===== config.mk =====
export PLATFORM = sky130hd
export DESIGN_NAME = mtbs_ctrl
export DESIGN_NICKNAME = d
export VERILOG_FILES = /design/src/rtl/core/mtbs_pkg.sv /design/src/rtl/core/mtbs_ctrl.sv
export SDC_FILE = /design/constraint.sdc
export NUM_CORES = 1
export LEC_CHECK = 0
export BUFFER_PORTS_ARGS = -buffer_cell sky130_fd_sc_hd__buf_2
export CAP_MARGIN = 20
export CORE_AREA = 2 2 39 41
export CTS_BUF_LIST = sky130_fd_sc_hd__clkbuf_8
export CTS_CLUSTER_DIAMETER = 150
export CTS_CLUSTER_SIZE = 25
export DETAILED_ROUTE_END_ITERATION = 8
export DIE_AREA = 0 0 41 43
export PLACE_DENSITY_LB_ADDON = 0.1
export SYNTH_ARGS = -nofsm -noshare
export SYNTH_HDL_FRONTEND = slang
export SYNTH_SLANG_ARGS = --single-unit

===== constraint.sdc =====
create_clock -name clk -period 2.1 [get_ports clk]
set_input_delay 0.105 -clock clk [delete_from_list [all_inputs] [get_ports clk]]
set_output_delay 0.105 -clock clk [all_outputs]
set_load 0.01 [all_outputs]

===== src/rtl/core/mtbs_pkg.sv =====
// Shared constants, types and helpers for the monotonic table bracket search.
`default_nettype none
package mtbs_pkg;

  localparam int TABLE_DEPTH = 1024;
  localparam int KEY_WIDTH   = 32;
  localparam int ADDR_W      = $clog2(TABLE_DEPTH);
  localparam int LEN_W       = 11;
  localparam int LOC_W       = 11;
  localparam int CFG_IDX_W   = 1;
  localparam int CFG_DATA_W  = 11;

  // Request types carried by in_req_type.
  localparam logic REQ_LOAD  = 1'b0;
  localparam logic REQ_QUERY = 1'b1;

  // Configuration register indexes.
  localparam logic [CFG_IDX_W-1:0] CFG_TABLE_LENGTH = 1'b0;
  localparam logic [CFG_IDX_W-1:0] CFG_SIGNED_KEYS  = 1'b1;

  // Commands from the controller to the datapath.
  typedef struct packed {
    logic write_entry;   // store the request key in the table
    logic start_query;   // latch the key and bounds, read the first entry
    logic capture_first; // keep the first entry, read the last entry
    logic set_dir;       // decide the table direction, issue the first probe
    logic probe;         // judge one probe and narrow the bracket
  } cmd_t;

  // Status from the datapath to the controller.
  typedef struct packed {
    logic search_done;   // the bracket has closed on this probe
  } stat_t;

  // Map a key so that an unsigned compare gives the configured ordering.
  function automatic logic [KEY_WIDTH-1:0] order_key(input logic [KEY_WIDTH-1:0] v,
                                                      input logic is_signed);
    logic [KEY_WIDTH-1:0] res;
    res = v;
    res[KEY_WIDTH-1] = v[KEY_WIDTH-1] ^ is_signed;
    return res;
  endfunction

endpackage
`default_nettype wire


===== src/rtl/core/mtbs_ctrl.sv =====
// Controller state machine that sequences loads and binary-search queries.
`default_nettype none
module mtbs_ctrl
  import mtbs_pkg::*;
(
  input  wire logic  clk,
  input  wire logic  rst_n,
  input  wire logic  start,
  input  wire logic  req_type,
  input  wire stat_t stat,
  output logic       busy,
  output cmd_t       cmd
);

  typedef enum logic [3:0] {
    ST_IDLE  = 4'b0001,
    ST_FIRST = 4'b0010,
    ST_DIR   = 4'b0100,
    ST_PROBE = 4'b1000
  } state_t;

  state_t state_r, state_nxt;

  // Next state and command decode.
  always_comb begin
    state_nxt = state_r;
    cmd       = '0;
    unique case (state_r)
      ST_IDLE: begin
        if (start) begin
          if (req_type == REQ_LOAD) begin
            cmd.write_entry = 1'b1;
          end else begin
            cmd.start_query = 1'b1;
            state_nxt       = ST_FIRST;
          end
        end
      end
      ST_FIRST: begin
        cmd.capture_first = 1'b1;
        state_nxt         = ST_DIR;
      end
      ST_DIR: begin
        cmd.set_dir = 1'b1;
        state_nxt   = ST_PROBE;
      end
      ST_PROBE: begin
        cmd.probe = 1'b1;
        if (stat.search_done) begin
          state_nxt = ST_IDLE;
        end
      end
      default: begin
        state_nxt = ST_IDLE;
      end
    endcase
  end

  assign busy = (state_r != ST_IDLE);

  // State register.
  always_ff @(posedge clk) begin
    if (!rst_n) begin
      state_r <= ST_IDLE;
    end else begin
      state_r <= state_nxt;
    end
  end

endmodule
`default_nettype wire


# After elaboration in Yosys (flattened, before gate mapping)
# Index checks and enable logic that the tools add are counted.
# word_totals
mem_count	0
reg_bits	4
wordCells	21
latch_bits	0
out_inout_bits	6
ramBits	0
rom_bits	0
in_bits	5
# op_classes
n_shift	0
add_sub_neg	0
n_reduce_logical	1
muxes	11
bitwise	0
n_lt_le_gt_ge	0
eq_ne	8
div_mod_pow	0
mul	0
# op_table
op	count
$pmux W4 S4	1
$mux W4	3
$ne A2 B2 Y1 const B	3
$mux W1	5
$eq A4 B1 Y1 const B	1
$eq A4 B2 Y1 const B	1
$eq A4 B3 Y1 const B	1
$eq A4 B4 Y1 const B	1
$mux W2	2
$ne A4 B1 Y1 const B	1
$reduce_and A3 Y1	1

# Depth between registers and ports, before layout
# Gate-level depths: netlist (run 1).
# logic_depth
word_depth	3
mapped_depth	4
mapped_depth_nobuf	3

# Worst setup path after synthesis (run 1)
# No wires, ideal clock.
# synth_timing
path_type	reg2out
start	reg state_r[0]
end	out cmd[4] (netlist bit)
required_ns	1.995
arrival_time_ns	1.178
path_buffers	1
path_stages_with_launch	4
slack_ns	0.817
cell_sequence	dfxtp_1 -> buf_4 -> or4b_4 -> nor3b_2
# synth_lines
item	line_no	text
from (decl)	mtbs_ctrl.sv:22	state_t state_r, state_nxt;
from (signal assigned)	mtbs_ctrl.sv:66	state_r <= state_nxt;
to (decl)	mtbs_ctrl.sv:12	output cmd_t cmd

==> results.toml, run 1 <==
[final_layout]
final_area_um2 = 333
top_register = "state_r"
final_common_cell = "buf_2"
mostFrequentLayoutCells = "10 x buf_2, 4 x dfxtp_1, 3 x nand2b_1, 3 x nor3_1, 3 x clkbuf_8"
top_regs = "state_r (4)"
post-route-util_pct = 24.1
drive_gt1_share_pct = 47.2
diodes = 0
largest_reg_flops = 4
nets = 43
areaGrowthSynthToFinish_pct = 45.4
nFillCells = 163

[timing]
fmax_mhz = 615
maxSlewHeadroom_pct = 81.0
fin_crit_sh_pct = 77.4
maxSlewViolCount = 0
setup_tns_ps = 0
rsz0062_at_grt = "false"
skew_ps = 1.77
period_needed_ps = 1630
worstMarginPinSlew_ps = 284
setup_viol = 0
hold_ws_ps = 103
hold_viol = 0

[synth]
synth_area_um2 = 229
synth_xor_area_share_pct = 3.83
synth_warnings = 0
synth_compound_area_share_pct = 6.01
synthMuxAreaShare_pct = 0
syn_area_per_cell_um2 = 9.54
syn_nets = 29
synth_top_family_by_area = "simple AND/OR/NAND/NOR gates"
yosys.area_share.simple_pct = 51.9
synth_seq_cells = 4
synthAdderAreaFrac_pct = 0
synth_cell_type_count = 16
netlist_instances = 24
ys_seq_area_share_pct = 35.0

[clock_tree]
cts_hold_buf = 0
clk_latency_ps = 220
cts_resized = 0
numCtsBuffers = 3
clkTransAtPathRegs_ps = 30
cts.sinks = 4
cts-htree-levels = 1
cts_tree = "built"
cts_max_path_buffers = 2
post_cts_buffers = 0
cts-root-buf = "clkbuf_8"

[status]
status = "completed"

[route]
vias = 212
vias_per_cell = 4.08
drc = 0
ant_nets = 0
wl_um = 491
dr.pass1.iters = 2
drt_iter0_drc = 1
wl_per_cell_um = 9.44

[placement]
portBuffers = 10
place_hpwl_um = 374
dpl-instance-area_um2 = 292
routabilityCongestion = 0.666

[global_route]
grt_pass1_vias = 217
antenna_found_initial = 0
track_usage_pct = 7.62
overflow = 0
grt_pass1_wl_um = 876
grt_max_degree = 8

[worst_setup_path]
crit_family = "simple AND/OR/NAND/NOR gates"
critPathBufInv = 1
start_kind = "register"
arrival_ps = 1520
endpoint_kind = "primary output"
crit_chain = "or4b_4 -> nor3b_2 -> buf_2"
cp_slowest_stage_delay_ps = 550
cp.required_ps = 2000
crit_type = "register to primary output"
slowest_stage = "or4b_4"
crit_path_max_fanout = 7

[power_and_ir_drop]
total_power_mw = 0.281
vdd_ir_drop_max_v = 0.000230
power_density_nw_per_um2 = 843
p_leak_nw = 0.148

[floorplanning]
die_area_um2 = 1760
start_util_pct = 16.5
row_count = 14
die_y_um = 43
core-area_um2 = 1380
pin_count = 11
fp.dieW_um = 41

[run]
drv_cap = 0

[min_path]
min_path_type = "input port to register"
## cell usage after synthesis
| master | number | area (um^2) |
|---|---|---|
| nor4b_2 | 1 | 15.0 |
| dfxtp_1 | 4 | 80.1 |
| nor2_1 | 1 | 3.75 |
| nand2b_1 | 3 | 18.8 |
| nor3b_2 | 1 | 12.5 |
| buf_4 | 1 | 7.51 |
| o21ai_0 | 1 | 5.00 |
| nor3_1 | 3 | 15.0 |
| xnor2_1 | 1 | 8.76 |
| or4b_4 | 1 | 13.8 |
| nor4_1 | 1 | 6.26 |
| and3_1 | 1 | 6.26 |
| and2_1 | 2 | 12.5 |
| nor2_4 | 1 | 11.3 |
| o311ai_1 | 1 | 8.76 |
| nand2_1 | 1 | 3.75 |
## stage by stage
step	std cells	setup slack, ps
2_1_floorplan	24	817
3_3_place_gp	49	697
3_5_place_dp	49	701
4_1_cts	52	457
5_1_grt	52	396
6_report	52	475
## logic make-up after synthesis
family,count (synthesis)
XOR/XNOR,1
buffers and inverters,1
flip-flops,4
AO/OA/AOI/OAI,2
AND/OR/NAND/NOR,16
## area by class of cell
class	instances	area [um^2]	share of cell area, %
multi-input cells	19	141	42.5
clock buffers	3	41.3	12.4
well taps	16	20.0	6.02
flip-flops and latches	4	80.1	24.1
repair buffers	10	50.0	15.0
## layer usage
metal | vias up | track usage, % | share of wire [%]
li1 | 112 | - | -
met1 | 95 | 9.29 | 42
met2 | 5 | 10.0 | 51
met3 | 0 | 4.71 | 6.3
met4 | 0 | 4.00 | 0
met5 | - | 0 | 0
## report_power, final
group | switching, mW | internal, mW | total [mW]
sequential | 0.00593 | 0.0797 | 0.0857
clock | 0.0382 | 0.122 | 0.160
combinational | 0.0162 | 0.0184 | 0.0346
## worst paths after layout
kind                           start                      end  slack, ps  cells after the start
min reg2reg  state_r[1]$_SDFFE_PN0P_  state_r[3]$_SDFFE_PN0P_        640                      2
max          state_r[0]$_SDFFE_PN1P_                   cmd[4]        470                      3
max reg2reg  state_r[0]$_SDFFE_PN1P_  state_r[0]$_SDFFE_PN1P_        750                      3
min                            rst_n  state_r[0]$_SDFFE_PN1P_        100                      2
Note: power is estimated with default switching activity, not from simulation.
==> run 2, diff against run 1 <==
==> constraint.sdc (replaced) <==
create_clock -name clk -period 1.6 [get_ports clk]
set_input_delay 0.08 -clock clk [delete_from_list [all_inputs] [get_ports clk]]
set_output_delay 0.08 -clock clk [all_outputs]
set_load 0.01 [all_outputs]
==> run 2 against run 1 <==
Net effect: combinational power increased by 31%; wire length increased by 7.5%; power increased by 33%; register-to-register slack got worse by 440 ps; sequential power increased by 32%; hold slack got worse by 29 ps; global-route usage increased by 0.19 points; clock-buffer cell count unchanged; largest cell class unchanged.
==> results.toml, run 2 (synthesis gave the netlist of run 1 again) <==
[timing]
hold_ws_ps = 74.1
maxSlewHeadroom_pct = 81.4
period_needed_ps = 1540
hold_viol = 0
setup_tns_ps = 0
maxSlewViolCount = 0
rsz0062_at_grt = "false"
fin_crit_sh_pct = 96.1
skew_ps = 1.63
fmax_mhz = 650
worstMarginPinSlew_ps = 278
setup_viol = 0

[route]
vias = 220
wl_per_cell_um = 10.2
drc = 0
dr.pass1.iters = 2
ant_nets = 0
vias_per_cell = 4.23
wl_um = 528
drt_iter0_drc = 6

[clock_tree]
cts-htree-levels = 1
clk_latency_ps = 220
post_cts_buffers = 0
cts.sinks = 4
cts_hold_buf = 0
clkTransAtPathRegs_ps = 30
numCtsBuffers = 3
cts-root-buf = "clkbuf_8"
cts_tree = "built"
cts_max_path_buffers = 2

[global_route]
overflow = 0
grt_max_degree = 8
track_usage_pct = 7.82
grt_pass1_vias = 213
antenna_found_initial = 0
grt_pass1_wl_um = 876

[floorplanning]
die_area_um2 = 1760
row_count = 14
core-area_um2 = 1380
fp.dieW_um = 41
die_y_um = 43
start_util_pct = 16.5
pin_count = 11

[final_layout]
nets = 43
post-route-util_pct = 24.2
mostFrequentLayoutCells = "10 x buf_2, 3 x nand2b_1, 3 x nor3_1, 3 x clkbuf_8"
drive_gt1_share_pct = 52.8
top_register = "state_r"
nFillCells = 156
areaGrowthSynthToFinish_pct = 46.4
largest_reg_flops = 4
diodes = 0
final_common_cell = "buf_2"
layout.cells.non_filler = 52
top_regs = "state_r (4)"

[worst_setup_path]
r2r-end = "state_r[0]$_SDFFE_PN1P_"
r2r_slack_ps = 310
r2r_cells = 3
endpoint_kind = "primary output"
cp.required_ps = 1520
start_kind = "register"
arrival_ps = 1460
r2r_start = "state_r[1]$_SDFFE_PN0P_"
crit_path_max_fanout = 7
crit_type = "register to primary output"

[power_and_ir_drop]
power_density_nw_per_um2 = 1110
vdd_ir_drop_max_v = 0.000464
p_leak_nw = 0.148

[placement]
portBuffers = 10
placed_cells_incl_taps = 49
place_hpwl_um = 391
routabilityCongestion = 0.682

[min_path]
min_path_type = "input port to register"
hold-path-cell-count = 2
min_from = "rst_n"
min_to = "state_r[0]$_SDFFE_PN1P_"

[status]
status = "completed"

[run]
drv_cap = 0
[run 2: cell counts in the layout (fill, tap and decap cells not counted)]
Identical to the previous run, type by type.
[run 2: worst max-delay path: stages, from the launching register on]
cell and delay, ps:
dfxtp_1 360, or4b_4 580, nor3b_2 160, buf_2 140
[run 2: where the power goes]
part	internal [mW]	switching, mW	total (mW)	leakage (nW)
sequential	0.105	0.00826	0.113	0.0328
combinational	0.0241	0.0211	0.0452	0.0936
clock	0.160	0.0526	0.213	0.0216
total	0.290	0.0820	0.372	0.148
[run 2: timing repair]
item / 4_1_cts / 5_1_grt
endpoints found under the setup margin: 1 / 1
pin swaps: 0 / 1
gates resized for setup: 1 / 1
[run 2: metal layers]
layer	share of wire [%]	track usage, %
met2	49	9.69
met3	7.0	6.28
met1	43	9.27
met5	0	0
met4	0	4.00
[run 2: worst max-delay path by stage]
stage | start | endpoint | depth (start not counted)
2_1_floorplan | state_r[0]$_SDFFE_PN1P_ | state_r[1]$_SDFFE_PN0P_ | 4
3_3_place_gp | state_r[0]$_SDFFE_PN1P_ | cmd[4] | 3
3_5_place_dp | state_r[0]$_SDFFE_PN1P_ | cmd[4] | 3
4_1_cts | state_r[1]$_SDFFE_PN0P_ | cmd[4] | 3
5_1_grt | state_r[1]$_SDFFE_PN0P_ | cmd[4] | 3
6_report | state_r[1]$_SDFFE_PN0P_ | cmd[4] | 3
[run 2: cell type report]
type	instances	area (um^2)	share of cell area, %
Timing Repair Buffer	10	50.0	14.9
Multi-Input combinational cell	19	141	42.2
Sequential cell	4	82.6	24.6
Clock buffer	3	41.3	12.3
Tap cell	16	20.0	5.97
[run 2: metrics by stage]
step | area, um^2 | worst slack (ps) | total power [mW]
final | 335 | 61.7 | 0.372
after global routing | 335 | 11.2 | 0.388
after CTS | 334 | 29.9 | 0.378
after detailed placement | 292 | 218 | 0.160
after global placement | 292 | 221 | 0.160
after floorplan | 229 | 337 | 0.146
